## src/hdl/gpm_pkg.sv

```systemverilog
// ----------------------------------------------------------------------------
// gpm_pkg: shared types and constants of the glob pattern matcher
// Operation codes, pattern token kinds, loader states, per-position cell
// record and the ASCII case fold used on both sides of a compare.
// ----------------------------------------------------------------------------
`default_nettype none

package gpm_pkg;

  localparam int MAX_PATTERN_DEF = 64;

  // Operation carried in tuser of each input beat
  typedef enum logic [1:0] {
    OP_CLEAR  = 2'd0,
    OP_APPEND = 2'd1,
    OP_PATH   = 2'd2,
    OP_END    = 2'd3
  } op_t;

  // Pattern syntax bytes
  localparam logic [7:0] CH_QUESTION = 8'h3F;
  localparam logic [7:0] CH_STAR     = 8'h2A;
  localparam logic [7:0] CH_LBRACKET = 8'h5B;
  localparam logic [7:0] CH_RBRACKET = 8'h5D;
  localparam logic [7:0] CH_BANG     = 8'h21;
  localparam logic [7:0] CH_UPPER_A  = 8'h41;
  localparam logic [7:0] CH_UPPER_Z  = 8'h5A;
  localparam logic [7:0] CASE_OFFSET = 8'h20;

  // Role of one stored pattern byte in the token parse
  typedef enum logic [2:0] {
    K_LIT,     // literal byte token
    K_ANY,     // '?'
    K_STAR,    // '*'
    K_CSTART,  // '[' opening a class
    K_CBANG,   // '!' right after '[', inverts the class
    K_CBODY,   // listed byte inside a class
    K_CEND     // ']' closing a class
  } kind_t;

  // Loader parse state
  typedef enum logic [1:0] {
    LD_TOKEN,  // next byte starts a token
    LD_OPEN,   // just after '['
    LD_BODY    // inside a class body
  } load_st_t;

  // One pattern position as seen by the automaton
  typedef struct packed {
    logic [7:0] ch;
    kind_t      kind;
    logic       inv;   // class inversion, meaningful on K_CEND
    logic       live;  // below length and not in an unclosed class
  } cell_t;

  // Per-beat command to the automaton
  typedef struct packed {
    logic       restart;
    logic       step;
    logic [7:0] ch;
  } nfa_cmd_t;

  // Fold 'A'..'Z' to lower case when requested
  function automatic logic [7:0] fold_ch(input logic [7:0] c, input logic ci);
    if (ci && (c >= CH_UPPER_A) && (c <= CH_UPPER_Z)) begin
      return c + CASE_OFFSET;
    end
    return c;
  endfunction

endpackage

`default_nettype wire

```

## src/hdl/gpm_pattern_store.sv

```systemverilog
// ----------------------------------------------------------------------------
// gpm_pattern_store: pattern cells and incremental token parser
// Appends pattern bytes one per beat, tagging each cell with its token role.
// Cells of a class still waiting for its ']' stay pending and are not live.
// ----------------------------------------------------------------------------
`default_nettype none

module gpm_pattern_store #(
  parameter int MAX_PATTERN = gpm_pkg::MAX_PATTERN_DEF
) (
  input  logic                                 clk,
  input  logic                                 rst,
  input  logic                                 clear,
  input  logic                                 append,
  input  logic [7:0]                           din,
  output gpm_pkg::cell_t [MAX_PATTERN-1:0]     cells,
  output logic [$clog2(MAX_PATTERN+1)-1:0]     len,
  output logic                                 overflow
);
  import gpm_pkg::*;

  localparam int LW = $clog2(MAX_PATTERN + 1);
  localparam int IW = $clog2(MAX_PATTERN);

  logic [7:0]             ch_mem   [MAX_PATTERN];
  kind_t                  kind_mem [MAX_PATTERN];
  logic [MAX_PATTERN-1:0] inv_mem;
  logic [MAX_PATTERN-1:0] pending;

  load_st_t state, state_next;
  logic     inv_open;
  logic     room, wr;
  kind_t    kind_w;
  logic     pend_w, close_w, bang_w;

  assign room = len < LW'(MAX_PATTERN);
  assign wr   = append && room;

  // Parser next state
  always_comb begin
    state_next = state;
    if (clear) begin
      state_next = LD_TOKEN;
    end else if (wr) begin
      case (state)
        LD_TOKEN: begin
          if (din == CH_LBRACKET) state_next = LD_OPEN;
        end
        LD_OPEN: begin
          if (din == CH_RBRACKET) state_next = LD_TOKEN;
          else                    state_next = LD_BODY;
        end
        LD_BODY: begin
          if (din == CH_RBRACKET) state_next = LD_TOKEN;
        end
        default: state_next = LD_TOKEN;
      endcase
    end
  end

  // Parser outputs: role of the byte being appended
  always_comb begin
    kind_w  = K_LIT;
    pend_w  = 1'b0;
    close_w = 1'b0;
    bang_w  = 1'b0;
    case (state)
      LD_TOKEN: begin
        if (din == CH_LBRACKET) begin
          kind_w = K_CSTART;
          pend_w = 1'b1;
        end else if (din == CH_QUESTION) begin
          kind_w = K_ANY;
        end else if (din == CH_STAR) begin
          kind_w = K_STAR;
        end
      end
      LD_OPEN: begin
        if (din == CH_BANG) begin
          kind_w = K_CBANG;
          pend_w = 1'b1;
          bang_w = 1'b1;
        end else if (din == CH_RBRACKET) begin
          // ']' first closes an empty class
          kind_w  = K_CEND;
          close_w = 1'b1;
        end else begin
          kind_w = K_CBODY;
          pend_w = 1'b1;
        end
      end
      LD_BODY: begin
        if (din == CH_RBRACKET) begin
          kind_w  = K_CEND;
          close_w = 1'b1;
        end else begin
          kind_w = K_CBODY;
          pend_w = 1'b1;
        end
      end
      default: ;
    endcase
  end

  // Control state
  always_ff @(posedge clk) begin
    if (rst) begin
      state    <= LD_TOKEN;
      len      <= '0;
      overflow <= 1'b0;
      pending  <= '0;
      inv_open <= 1'b0;
    end else begin
      state <= state_next;
      if (clear) begin
        len      <= '0;
        overflow <= 1'b0;
        pending  <= '0;
        inv_open <= 1'b0;
      end else if (append) begin
        if (room) begin
          len <= len + LW'(1);
          if (close_w)     pending <= '0;
          else if (pend_w) pending[len[IW-1:0]] <= 1'b1;
          if (kind_w == K_CSTART) inv_open <= 1'b0;
          else if (bang_w)        inv_open <= 1'b1;
        end else begin
          overflow <= 1'b1;
        end
      end
    end
  end

  // Cell payload, written at the fill position
  always_ff @(posedge clk) begin
    if (wr) begin
      ch_mem[len[IW-1:0]]   <= din;
      kind_mem[len[IW-1:0]] <= kind_w;
      inv_mem[len[IW-1:0]]  <= inv_open;
    end
  end

  // Per-position view for the automaton
  always_comb begin
    for (int q = 0; q < MAX_PATTERN; q++) begin
      cells[q].ch   = ch_mem[q];
      cells[q].kind = kind_mem[q];
      cells[q].inv  = inv_mem[q];
      cells[q].live = (LW'(q) < len) && !pending[q];
    end
  end

  // An open class always leaves pending cells, and only then
  a_pend_state : assert property (@(posedge clk) disable iff (rst)
    (state != LD_TOKEN) == (|pending))
    else $error("parser state and pending cells disagree");

  // Bytes are only dropped once the store is full
  a_ovf_full : assert property (@(posedge clk) disable iff (rst)
    overflow |-> (len == LW'(MAX_PATTERN)))
    else $error("overflow flagged with room left");

endmodule

`default_nettype wire

```

## src/hdl/gpm_nfa_step.sv

```systemverilog
// ----------------------------------------------------------------------------
// gpm_nfa_step: active position vector and one-byte transition
// Star closure and class arming run as one carry chain, class membership as
// a second one; the next vector is registered every beat.
// ----------------------------------------------------------------------------
`default_nettype none

module gpm_nfa_step #(
  parameter int MAX_PATTERN = gpm_pkg::MAX_PATTERN_DEF
) (
  input  logic                                 clk,
  input  logic                                 rst,
  input  gpm_pkg::nfa_cmd_t                    cmd,
  input  logic                                 case_insensitive,
  input  gpm_pkg::cell_t [MAX_PATTERN-1:0]     cells,
  input  logic [$clog2(MAX_PATTERN+1)-1:0]     len,
  output logic                                 accept_now
);
  import gpm_pkg::*;

  localparam int N  = MAX_PATTERN;
  localparam int LW = $clog2(MAX_PATTERN + 1);

  logic [N:0]   active, active_next;
  logic [N:0]   cp, cg, csum, carry, cl, nw, above_len;
  logic [N-1:0] hp, hg, hsum, hcarry;
  logic [N-1:0] lit_hit, stay, fwd;
  logic [7:0]   bf;

  // Transition logic
  always_comb begin
    bf = fold_ch(cmd.ch, case_insensitive);
    for (int q = 0; q < N; q++) begin
      lit_hit[q] = fold_ch(cells[q].ch, case_insensitive) == bf;
      // positions that pass activity on to the next one
      cp[q] = cells[q].live && ((cells[q].kind == K_STAR)  ||
                                (cells[q].kind == K_CSTART) ||
                                (cells[q].kind == K_CBANG)  ||
                                (cells[q].kind == K_CBODY));
      hp[q] = cells[q].live && (cells[q].kind == K_CBODY);
    end
    cp[N] = 1'b0;

    // closure: carry into q = active reached through stars / class interior
    cg    = cp & active;
    csum  = cp + cg;
    carry = csum ^ cp ^ cg;
    cl    = active | carry;

    // class membership: carry into the ']' = some listed byte matched
    hg     = hp & lit_hit;
    hsum   = hp + hg;
    hcarry = hsum ^ hp ^ hg;

    for (int q = 0; q < N; q++) begin
      stay[q] = cells[q].live && (cells[q].kind == K_STAR) && cl[q];
      fwd[q]  = cells[q].live && cl[q] &&
                (((cells[q].kind == K_LIT) && lit_hit[q]) ||
                 (cells[q].kind == K_ANY) ||
                 ((cells[q].kind == K_CEND) && (hcarry[q] ^ cells[q].inv)));
    end
    nw = {1'b0, stay} | {fwd, 1'b0};
  end

  assign accept_now = cl[len];

  // Next active vector
  always_comb begin
    if (cmd.restart)   active_next = (N+1)'(1);
    else if (cmd.step) active_next = nw;
    else               active_next = active;
  end

  always_ff @(posedge clk) begin
    if (rst) active <= (N+1)'(1);
    else     active <= active_next;
  end

  // Positions past the pattern end
  always_comb begin
    for (int q = 0; q <= N; q++) begin
      above_len[q] = LW'(q) > len;
    end
  end

  // Nothing is ever active beyond the end of the pattern
  a_within_len : assert property (@(posedge clk) disable iff (rst)
    (active & above_len) == '0)
    else $error("active position beyond pattern length");

  // A restart leaves only the start position active
  a_restart : assert property (@(posedge clk) disable iff (rst)
    cmd.restart |=> (active == (N+1)'(1)))
    else $error("restart did not reset active positions");

endmodule

`default_nettype wire

```

## src/hdl/glob_pattern_matcher.sv

```systemverilog
// ----------------------------------------------------------------------------
// glob_pattern_matcher: streaming glob matcher with bracket classes
// Input beats carry an operation in tuser (clear pattern, append pattern
// byte, path byte, end of path) and a byte in tdata. The pattern is loaded
// byte by byte, then path bytes are streamed; an end-of-path beat yields one
// result beat on m_axis with the match flag and the pattern-too-long flag.
// No other beat yields a result. Loading the pattern restarts any path.
// Timing: every beat passes an input register, then the automaton updates;
// the result register loads on the edge at which its end-of-path beat
// leaves the input register. Throughput is one beat per cycle while no
// end-of-path beat waits on the result register. An end-of-path beat holds
// the input register while the result register is still full and unready;
// s_axis_tready then follows m_axis_tready. Path and pattern beats keep
// flowing while a result waits.
// cfg_wr_en writes the case-insensitive bit; write it only while idle.
// Reset empties the pattern, clears the too-long flag, selects exact case
// and restarts the path.
// ----------------------------------------------------------------------------
`default_nettype none

module glob_pattern_matcher #(
  parameter int MAX_PATTERN = gpm_pkg::MAX_PATTERN_DEF
) (
  input  logic       clk,
  input  logic       rst,
  input  logic       cfg_wr_en,
  input  logic       cfg_wr_data,
  input  logic       s_axis_tvalid,
  output logic       s_axis_tready,
  input  logic [7:0] s_axis_tdata,   // [7:0] data_byte
  input  logic [1:0] s_axis_tuser,   // [1:0] operation
  output logic       m_axis_tvalid,
  input  logic       m_axis_tready,
  output logic [7:0] m_axis_tdata    // [0] matched, [1] pattern_too_long, [7:2] zero
);
  import gpm_pkg::*;

  localparam int LW = $clog2(MAX_PATTERN + 1);

  logic                          case_insensitive;
  logic                          in_vld;
  op_t                           in_op;
  logic [7:0]                    in_byte;
  logic                          out_vld, out_matched, out_too_long;
  logic                          s_fire, adv, fire_end, clear_cmd, append_cmd;
  nfa_cmd_t                      cmd;
  cell_t [MAX_PATTERN-1:0]       cells;
  logic [LW-1:0]                 len;
  logic                          overflow, accept_now;

  // Handshake: only an end-of-path beat facing a full, unready result slot waits
  assign s_axis_tready = !in_vld || adv;
  assign s_fire        = s_axis_tvalid && s_axis_tready;
  assign adv           = in_vld && ((in_op != OP_END) || !out_vld || m_axis_tready);
  assign fire_end      = adv && (in_op == OP_END);
  assign clear_cmd     = adv && (in_op == OP_CLEAR);
  assign append_cmd    = adv && (in_op == OP_APPEND);

  assign cmd.restart = adv && (in_op != OP_PATH);
  assign cmd.step    = adv && (in_op == OP_PATH);
  assign cmd.ch      = in_byte;

  // Config register
  always_ff @(posedge clk) begin
    if (rst)            case_insensitive <= 1'b0;
    else if (cfg_wr_en) case_insensitive <= cfg_wr_data;
  end

  // Input register
  always_ff @(posedge clk) begin
    if (rst)         in_vld <= 1'b0;
    else if (s_fire) in_vld <= 1'b1;
    else if (adv)    in_vld <= 1'b0;
  end

  always_ff @(posedge clk) begin
    if (s_fire) begin
      in_op   <= op_t'(s_axis_tuser);
      in_byte <= s_axis_tdata;
    end
  end

  gpm_pattern_store #(
    .MAX_PATTERN (MAX_PATTERN)
  ) u_store (
    .clk      (clk),
    .rst      (rst),
    .clear    (clear_cmd),
    .append   (append_cmd),
    .din      (in_byte),
    .cells    (cells),
    .len      (len),
    .overflow (overflow)
  );

  gpm_nfa_step #(
    .MAX_PATTERN (MAX_PATTERN)
  ) u_nfa (
    .clk              (clk),
    .rst              (rst),
    .cmd              (cmd),
    .case_insensitive (case_insensitive),
    .cells            (cells),
    .len              (len),
    .accept_now       (accept_now)
  );

  // Result register
  always_ff @(posedge clk) begin
    if (rst)                out_vld <= 1'b0;
    else if (fire_end)      out_vld <= 1'b1;
    else if (m_axis_tready) out_vld <= 1'b0;
  end

  always_ff @(posedge clk) begin
    if (fire_end) begin
      out_matched  <= accept_now && !overflow;
      out_too_long <= overflow;
    end
  end

  assign m_axis_tvalid = out_vld;
  assign m_axis_tdata  = {6'b000000, out_too_long, out_matched};

  // A new result only ever follows an end-of-path beat
  a_result_src : assert property (@(posedge clk) disable iff (rst)
    $rose(out_vld) |-> $past(in_vld && (in_op == OP_END)))
    else $error("result without end-of-path beat");

  // A truncated pattern never reports a match
  a_no_trunc_match : assert property (@(posedge clk) disable iff (rst)
    out_vld |-> !(out_matched && out_too_long))
    else $error("match reported for truncated pattern");

  // A held beat is never lost
  a_hold_beat : assert property (@(posedge clk) disable iff (rst)
    (in_vld && !adv) |=> in_vld)
    else $error("stalled beat dropped from input register");

endmodule

`default_nettype wire
```

## config.mk

```make
export PLATFORM = sky130hd
export DESIGN_NAME = glob_pattern_matcher
export DESIGN_NICKNAME = d
export VERILOG_FILES = /design/src/hdl/gpm_pkg.sv /design/src/hdl/gpm_pattern_store.sv /design/src/hdl/gpm_nfa_step.sv /design/src/hdl/glob_pattern_matcher.sv
export SDC_FILE = /design/constraint.sdc
export NUM_CORES = 2
export LEC_CHECK = 0
export BUFFER_PORTS_ARGS = -buffer_cell sky130_fd_sc_hd__buf_2
export CORE_ASPECT_RATIO = 0.8
export CORE_UTILIZATION = 30
export CTS_BUF_LIST = sky130_fd_sc_hd__clkbuf_8
export CTS_CLUSTER_DIAMETER = 120
export CTS_CLUSTER_SIZE = 8
export DETAILED_ROUTE_END_ITERATION = 16
export GPL_TIMING_DRIVEN = 1
export SETUP_SLACK_MARGIN = 0.5
export SYNTH_ARGS = -nofsm -noshare
export SYNTH_HDL_FRONTEND = slang
export SYNTH_SLANG_ARGS = --single-unit
```

## constraint.sdc

```tcl
create_clock -name clk -period 19.2 [get_ports clk]
set_clock_uncertainty 0.1 [all_clocks]
set_input_delay 0 -clock clk [delete_from_list [all_inputs] [get_ports clk]]
set_output_delay 0 -clock clk [all_outputs]
set_load 0.02 [all_outputs]
```

# --- Word-level counts from Yosys, hierarchy flattened ---
# Memories as Yosys holds them, arrays and structs flattened.
# Cells that the tools add are included.
totals:
  ff_bits: 219
  latchBits: 0
  mem_bits_rw: 704
  mem_bits_ro: 0
  input_bits: 16
  output_inout_bits: 10
  elab_cells: 2231
  mem_count: 2
memory_table:
  columns: ["memory", "words", "width", "rd", "rd_clocked_by_memory_dff", "write_ports", "line_no", "rtl"]
  rows:
  - ["u_store.ch_mem", 64, 8, 64, 0, 1, "gpm_pattern_store.sv:25", "logic [7:0] ch_mem [MAX_PATTERN];"]
  - ["u_store.kind_mem", 64, 3, 64, 0, 1, "gpm_pattern_store.sv:26", "kind_t kind_mem [MAX_PATTERN];"]
op_classes:
  addsub: 68
  mul: 0
  n_div: 0
  magnitude_cmp: 198
  eq_ne: 463
  shifts: 0
  mux: 229
  n_bitwise: 74
  reduce_logical: 1183
op_table:
  columns: ["operator", "n"]
  rows:
  - ["2-to-1 mux 8 bit", 130]
  - ["logical AND 1 bit", 716]
  - ["== test 3 bit, second input constant", 192]
  - ["adder 8 x 6 -> 8 bit, second input constant", 65]
  - ["greater-or-equal comparator 8 x 7 -> 1 bit, second input constant", 65]
  - ["less-or-equal comparator 8 x 7 -> 1 bit, second input constant", 65]
  - ["== test 8 bit", 64]
  - ["== test 3 x 2 -> 1 bit, second input constant", 129]
  - ["logical OR 1 bit", 323]
  - ["less-than comparator 6 x 7 -> 1 bit, first input constant", 32]
  - ["== test 3 x 1 -> 1 bit, second input constant", 64]
  - ["logical NOT 3 bit", 64]
  - ["2-to-1 mux 64 bit", 2]
  - ["XOR 64 bit", 2]
  - ["less-than comparator 5 x 7 -> 1 bit, first input constant", 16]
  - ["2-to-1 mux 1 bit", 82]
  - ["logical NOT 1 bit", 67]
  - ["adder 64 x 65 -> 65 bit", 1]
  - ["bitwise AND 64 x 65 -> 65 bit", 1]
  - ["OR 64 x 65 -> 65 bit", 1]
  - ["OR 65 bit", 1]
  - ["XOR 65 x 64 -> 65 bit", 1]
  - ["XOR 65 bit", 1]
  - ["adder 64 bit", 1]
  - ["other kinds (33)", 130]

# --- Longest topological paths before layout ---
# An unclocked memory read counts as a cell.
logic_depth:
  word_depth: 16
  ltp_mapped: 25
  ltp_nobuf: 18

# --- Hierarchy ---
# From an unflattened synthesis, not the netlist that was laid out.
unflattened:
  hier_cells: 5061
  hier_area_um2: 52631.7
by_module_without_submodules:
  columns: ["module", "n_inst", "cells_per_inst", "area_per_inst_um2", "seq_area_each_um2"]
  rows:
  - ["gpm_pattern_store", 1, 1249, 26939.6, 24563.6]
  - ["gpm_nfa_step", 1, 3771, 25089.1, 1301.2]
  - ["glob_pattern_matcher", 1, 41, 603.1, 420.4]

# --- Least setup slack after synthesis ---
# Ideal clock, no wire load.
synth_timing:
  path_type: "register -> register"
  startpoint: "register in_byte[0]"
  endpoint: "memory u_store.kind_mem[0][0] in the netlist's numbering (data pin)"
  setup_ps: 556
  arrival_time_ps: 5698
  slack_ps: 12846
  path_stages_with_launch: 16
  period_less_slack_ps: 6354
  path_cell_list: "edfxtp_1 -> buf_2 -> buf_4 -> buf_2 -> buf_2 -> buf_2 -> buf_2 -> buf_2 -> buf_2 -> nand2_1 -> nor2_1 -> nand2_1 -> nor2_1 -> a21o_1 -> a222oi_1 -> a21oi_1"
synth_via:
  elab_chain_len: 4
  word_cells_on_any_way: 9
  classes_between: "eq/ne (4); mux (5)"
synth_lines:
  columns: ["element", "line_no", "rtl"]
  rows:
  - ["start: declaration", "glob_pattern_matcher.sv:43", "logic [7:0] in_byte;"]
  - ["start signal: assignment", "glob_pattern_matcher.sv:79", "in_byte <= s_axis_tdata;"]
  - ["== test 8 x 7 -> 1 bit / == test 8 x 6 -> 1 bit (equally long branches)", "gpm_pattern_store.sv:83, gpm_pattern_store.sv:93, gpm_pattern_store.sv:72", null]
  - ["2-to-1 mux 2 bit / 2-to-1 mux 3 bit (equally long branches)", "gpm_pattern_store.sv:83, gpm_pattern_store.sv:93, gpm_pattern_store.sv:72", null]
  - ["2-to-1 mux 3 bit (on tied branches)", "gpm_pattern_store.sv:79, gpm_pattern_store.sv:69", null]
  - ["case mux 3 bit (3 select lines) *", "gpm_pattern_store.sv:67", "case (state)"]
  - ["named net u_store.kind_w[0]", "gpm_pattern_store.sv:33", "kind_t kind_w;"]
  - ["end: declaration", "gpm_pattern_store.sv:26", null]
# The timed path passes the listed nets; every way through them passes the cells marked *.

# --- Final worst setup path ---
layout_timing:
  startpoint: "register in_byte[6]"
  endpoint: "register u_nfa.active[62]"
layout_via:
  elab_chain_len: 15
  word_cells_on_any_way: 81
  classes_between: "add/sub (2); order compare (2); eq/ne (62); mux (3); bitwise (5); reduce/logical (7)"
layout_lines:
  columns: ["element", "line_no", "rtl"]
  rows:
  - ["greater-or-equal comparator 8 x 7 -> 1 bit", "gpm_pkg.sv:65", "if (ci && (c >= CH_UPPER_A) && (c <= CH_UPPER_Z)) begin"]
  - ["logical AND 1 bit (2 in series)", "gpm_pkg.sv:65", null]
  - ["2-to-1 mux 1 bit", "gpm_pkg.sv:65", null]
  - ["2-to-1 mux 8 bit *", "gpm_pkg.sv:68", "return c;"]
  - ["== test 8 bit", "gpm_nfa_step.sv:34", "lit_hit[q] = fold_ch(cells[q].ch, case_insensitive) == bf;"]
  - ["bitwise AND 64 bit", "gpm_nfa_step.sv:51", "hg = hp & lit_hit;"]
  - ["adder 64 bit", "gpm_nfa_step.sv:52", "hsum = hp + hg;"]
  - ["XOR 64 bit (2 in series)", "gpm_nfa_step.sv:53", "hcarry = hsum ^ hp ^ hg;"]
  - ["XOR 1 bit", "gpm_nfa_step.sv:60", "((cells[q].kind == K_CEND) && (hcarry[q] ^ cells[q].inv)));"]
  - ["logical AND 1 bit", "gpm_nfa_step.sv:60", null]
  - ["logical OR 1 bit *", "gpm_nfa_step.sv:59", "(cells[q].kind == K_ANY) ||"]
  - ["logical AND 1 bit *", "gpm_nfa_step.sv:57", "fwd[q] = cells[q].live && cl[q] &&"]
  - ["OR 64 x 65 -> 65 bit *", "gpm_nfa_step.sv:62", "nw = {1'b0, stay} | {fwd, 1'b0};"]
  - ["end signal: assignment", "gpm_nfa_step.sv:75", "if (rst) active <= (N+1)'(1);"]
  - ["end signal: assignment", "gpm_nfa_step.sv:76", "else active <= active_next;"]
  - ["end: declaration", "gpm_nfa_step.sv:24", "logic [N:0] active, active_next;"]
# Every way passes the cells marked *; elsewhere a longest branch is shown, timed or not. The select of a mux whose other input is x is not followed.
# A chain may end at the register's enable or synchronous reset.

==> results by group <==
Drt
  • DRC viols: 0
  • Number of nets with antenna violations after detailed routing: 0
  • DRC marker count from the first detailed-route iteration: around 5900
  • Routed wirelength normalized by instance count: 23.75 um
  • Sum of routed wire length over all layers: between 150 and 200 mm
  • Via density per instance: 5.678
  • Count of vias placed by the detailed router: about 45000
  • DRT Pass-1 Iters: 6

CTS
  • Clock sink total: approximately 920
  • Setup Fix Bufs, Post-CTS: 0
  • Quantity of hold-fixing buffers added after cts: 31
  • Clock insertion delay at the later pin of the skew report: 940 ps
  • Number of gates given a new drive strength after cts: 0
  • Maximum count of clock buffers along a single path: 3
  • Count of H-tree levels built during CTS: 4
  • TritonCTS clock tree: done
  • Clk slew on worst S/H paths: about 80 ps
  • Buffer cell driving the clock tree root: sky130_fd_sc_hd__clkbuf_8
  • Number of buffers created by CTS: roughly 130

Hold path
  • Hold path cells: 4
  • Worst hold-check path type: input port to flop
  • Hold Crit Endpoint: out_matched$_DFFE_PP_
  • Startpoint of the most critical hold path: m_axis_tready

Outcome
  • Result of the run: finished, final reports clean

Floorplanning
  • Number of ports placed on the die boundary: 26
  • Number of placement rows: about 140
  • Die footprint: between 150000 and 200000 um^2
  • Die extent in x: between 400 and 500 um
  • Initial standard-cell utilization of the core: a little under a third
  • Height of the die: 379.6 um
  • Core area: about 180000 um^2

Cells and area
  • Final Net Count: ~5500
  • Area growth, synth to finish: 10.82%
  • Filler cell count in the final layout: ~18000
  • Layout cells sized above 1: about 7.4%
  • Final standard cell count with taps included and fillers excluded: 7876

Logic synthesis
  • Proportion of synthesized chip area in sequential cells: 49.17%
  • Yosys warnings: 0
  • Netlist Area Pre-Place: ~53000 um^2
  • Number of enable flip-flop cells after synthesis: just under 800
  • Mean area per synthesized cell: between 10 and 15 um^2
  • Distinct cells, synth: about 120
  • Flip-flop and latch count after synthesis: 923
  • Share of synthesized registers carrying an async set or reset: 0%
  • Instance count of the mapped netlist: between 5000 and 6000
  • Synth Flop Type: sky130_fd_sc_hd__edfxtp_1

Critical path
  • Reg2Reg Depth: 18
  • Worst Path Class, Setup: flop to flop
  • Slowest Stage Delay on Critical Path: around 800 ps
  • Max Fanout on Critical Path: 42
  • Crit path capture type: flop
  • Slack of the worst reg-to-reg path: around 12000 ps
  • Total buffers and inverters traversed by the critical path: 3
  • Crit path cell chain: buf_4 > inv_1 > nor2_1 > a41o_2 > buf_4 > xnor2_1 > nor4_1 > o211ai_1 > a2111oi_2 > o311a_1 > a211o_1 > a2111oi_4 > nor4_2 > o21ai_2 > a211oi_2 > o211ai_1 > and3_1 > o31ai_2
  • Reg-to-reg endpoint: u_nfa.active[62]$_SDFFE_PP0P_
  • Data required time at the worst endpoint: 19910 ps
  • Launch instance of the worst register-to-register path: in_byte[6]$_DFFE_PP_
  • Category of cells accounting for the largest share of critical-path delay: compound AO/OA/AOI/OAI gates
  • Kind of launch point of the worst setup path: flop
  • CP max stage cell: sky130_fd_sc_hd__a2111oi_2
  • Critical Path AT: a little over 8000 ps

STA
  • Max Slew Vio Count: 0
  • Setup TNS Final: 0 ps
  • Hold Slack: about 250 ps
  • Final Cycle Share: between 30% and 40%
  • Worst slew margin relative to its limit: 2.592%
  • Min Clock Period, post-route: roughly 7400 ps
  • Final hold violation count: 0
  • Unrepaired setup endpoints after global routing: false
  • F_max: 135.1 MHz
  • Number of endpoints failing setup at the final stage: 0
  • Transition at the pin with the smallest max-transition slack: around 1400 ps

Power
  • Worst IR drop on VDD: 74.16 uV
  • Final Total Pwr: slightly below 4 mW
  • Pwr/cell area: around 65 nW/um^2
  • Lkg Pwr: 18.90 nW

Job
  • Number of maximum-capacitance violations: 0

Place
  • Number of buffers inserted by port buffering: 19
  • Placed instance count: ~7600
  • Final HPWL DP: roughly 140 mm
  • Final GP Congestion: just over 1

Global route
  • Via count of the first global-routing pass: 41800
  • Initial antenna violation count: 7
  • Residual overflow from global routing: 0
  • Total Routing Usage GR: 20.21%
  • First-pass GRT wire length: roughly 270 mm
  • Pin count of the biggest net entering global routing: 67
==> kinds of logic after synthesis <==
kind of cell    after synthesis  share of synthesized area (%)
mux                          13                         0.2505
flops                       923                          49.17
fa+ha+maj                    72                          1.685
xor+xnor                    616                          10.09
buf+inv                     383                          3.169
simple gates               1984                          19.24
compound gates             1297                          16.39
other cells                   1                       0.007015
==> registers in the layout, summed over array words and instances, names as in the netlist <==
name,flops
case_insensitive,1
in_byte,8
in_op,2
in_vld,1
m_axis_tvalid,1
out_matched,1
out_too_long,1
u_nfa.active,65
u_store.ch_mem,512
u_store.inv_mem,64
u_store.inv_open,1
u_store.kind_mem,192
u_store.len,7
u_store.overflow,1
u_store.pending,64
u_store.state,2
==> synthesized netlist by cell type, types with 17 or more instances <==
library cell / count / area, um^2
sky130_fd_sc_hd__a21oi_1: 345 / 1727
sky130_fd_sc_hd__ha_1: 72 / 900.9
sky130_fd_sc_hd__xnor2_1: 357 / 3127
sky130_fd_sc_hd__nor4_1: 99 / 619.3
sky130_fd_sc_hd__o41ai_1: 25 / 219.0
sky130_fd_sc_hd__xor2_1: 259 / 2268
sky130_fd_sc_hd__nand2_1: 301 / 1130
sky130_fd_sc_hd__o21bai_1: 32 / 240.2
sky130_fd_sc_hd__a211oi_1: 57 / 427.9
sky130_fd_sc_hd__nand4b_1: 23 / 201.4
sky130_fd_sc_hd__edfxtp_1: 780 / 23420
sky130_fd_sc_hd__a41oi_1: 61 / 534.3
sky130_fd_sc_hd__a2111oi_0: 24 / 210.2
sky130_fd_sc_hd__a21o_1: 78 / 585.6
sky130_fd_sc_hd__or3_1: 52 / 325.3
sky130_fd_sc_hd__a221oi_1: 18 / 157.7
sky130_fd_sc_hd__o21a_1: 24 / 180.2
sky130_fd_sc_hd__and4b_1: 17 / 170.2
sky130_fd_sc_hd__a31oi_1: 100 / 625.6
sky130_fd_sc_hd__nand2b_1: 65 / 406.6
sky130_fd_sc_hd__nor3b_1: 33 / 247.7
sky130_fd_sc_hd__and2_1: 36 / 225.2
sky130_fd_sc_hd__or4_1: 44 / 330.3
sky130_fd_sc_hd__and3_1: 39 / 244.0
sky130_fd_sc_hd__nand3_1: 198 / 991.0
sky130_fd_sc_hd__nand3b_1: 28 / 210.2
sky130_fd_sc_hd__or2_2: 25 / 156.4
sky130_fd_sc_hd__o21ai_0: 219 / 1096
sky130_fd_sc_hd__o32ai_1: 19 / 166.4
sky130_fd_sc_hd__nand4_1: 57 / 356.6
sky130_fd_sc_hd__buf_4: 25 / 187.7
sky130_fd_sc_hd__dfxtp_1: 143 / 2863
sky130_fd_sc_hd__clkbuf_1: 83 / 311.6
sky130_fd_sc_hd__nor2b_1: 55 / 344.1
sky130_fd_sc_hd__a211o_1: 21 / 183.9
sky130_fd_sc_hd__inv_1: 193 / 724.4
sky130_fd_sc_hd__o21ai_1: 25 / 125.1
sky130_fd_sc_hd__nor4b_1: 30 / 262.8
sky130_fd_sc_hd__nor3_1: 285 / 1426
sky130_fd_sc_hd__o211ai_1: 28 / 210.2
sky130_fd_sc_hd__nor2_1: 534 / 2004
sky130_fd_sc_hd__buf_2: 58 / 290.3
sky130_fd_sc_hd__o31ai_1: 30 / 225.2
==> layer usage <==
metal / track usage (%) / wire [um] / vias to the layer above
li1: - / - / 20210
met1: 30.23 / 86360 / 22090
met2: 28.67 / 76690 / 2132
met3: 4.813 / 19530 / 288
met4: 5.399 / 4448 / 2
met5: 0 / 27 / -
==> worst max-delay path by stage <==
stage,slack (ps),endpoint,start,depth (start not counted)
5_1_grt,11560,u_nfa.active[63]$_SDFFE_PP0P_,in_byte[6]$_DFFE_PP_,20
3_3_place_gp,12200,u_nfa.active[63]$_SDFFE_PP0P_,in_byte[6]$_DFFE_PP_,20
3_5_place_dp,12000,u_nfa.active[62]$_SDFFE_PP0P_,in_byte[6]$_DFFE_PP_,18
4_1_cts,11920,u_nfa.active[62]$_SDFFE_PP0P_,in_byte[6]$_DFFE_PP_,18
6_report,11800,u_nfa.active[62]$_SDFFE_PP0P_,in_byte[6]$_DFFE_PP_,18
2_1_floorplan,12850,u_store.kind_mem[0][0]$_DFFE_PP_,in_byte[0]$_DFFE_PP_,15
==> final cells by class <==
cell class / instances / area (um^2) / share of cell area (%)
clock buffers: 139 / 1913 / 3.229
flip-flops and latches: 923 / 26290 / 44.38
well taps: 2380 / 2978 / 5.027
diodes: 5 / 12.51 / 0.02112
inverters: 195 / 732.0 / 1.236
clock inverters: 69 / 302.8 / 0.5111
repair buffers: 177 / 1384 / 2.336
multi-input cells: 3988 / 25630 / 43.26
==> where the power goes <==
group          total (mW)  switching, mW  internal, mW
Clock                1.46          0.799         0.662
Sequential           2.18         0.0106          2.17
Combinational       0.206          0.141        0.0648
Total                3.84          0.950          2.89
==> metrics by stage <==
| step | instance area, um^2 | worst slack, ps | utilization, % |
|---|---|---|---|
| after CTS | 59230 | 11920 | 33.46 |
| after global routing | 59230 | 11560 | 33.47 |
| after detailed placement | 56700 | 12000 | 32.04 |
| after global placement | 56700 | 12200 | 32.04 |
| after floorplan | 53470 | 12850 | - |
| final | 59240 | 11800 | 33.47 |
==> tightest hold or removal path, delay by kind of cell <==
kind	cells	cell delay, ps
simple gates	2	430
buf+inv	2	640
==> placed cells by master (no fill, tap or decap), types with 198 or more instances in the layout <==
| cell | count |
|---|---|
| sky130_fd_sc_hd__edfxtp_1 | 780 |
| sky130_fd_sc_hd__nor2_1 | 527 |
| sky130_fd_sc_hd__xnor2_1 | 357 |
| sky130_fd_sc_hd__a21oi_1 | 343 |
| sky130_fd_sc_hd__nand2_1 | 301 |
| sky130_fd_sc_hd__nor3_1 | 280 |
| sky130_fd_sc_hd__xor2_1 | 259 |
| sky130_fd_sc_hd__inv_1 | 253 |
| sky130_fd_sc_hd__o21ai_0 | 219 |
| sky130_fd_sc_hd__nand3_1 | 198 |
Power figures use the tool's default switching activity.
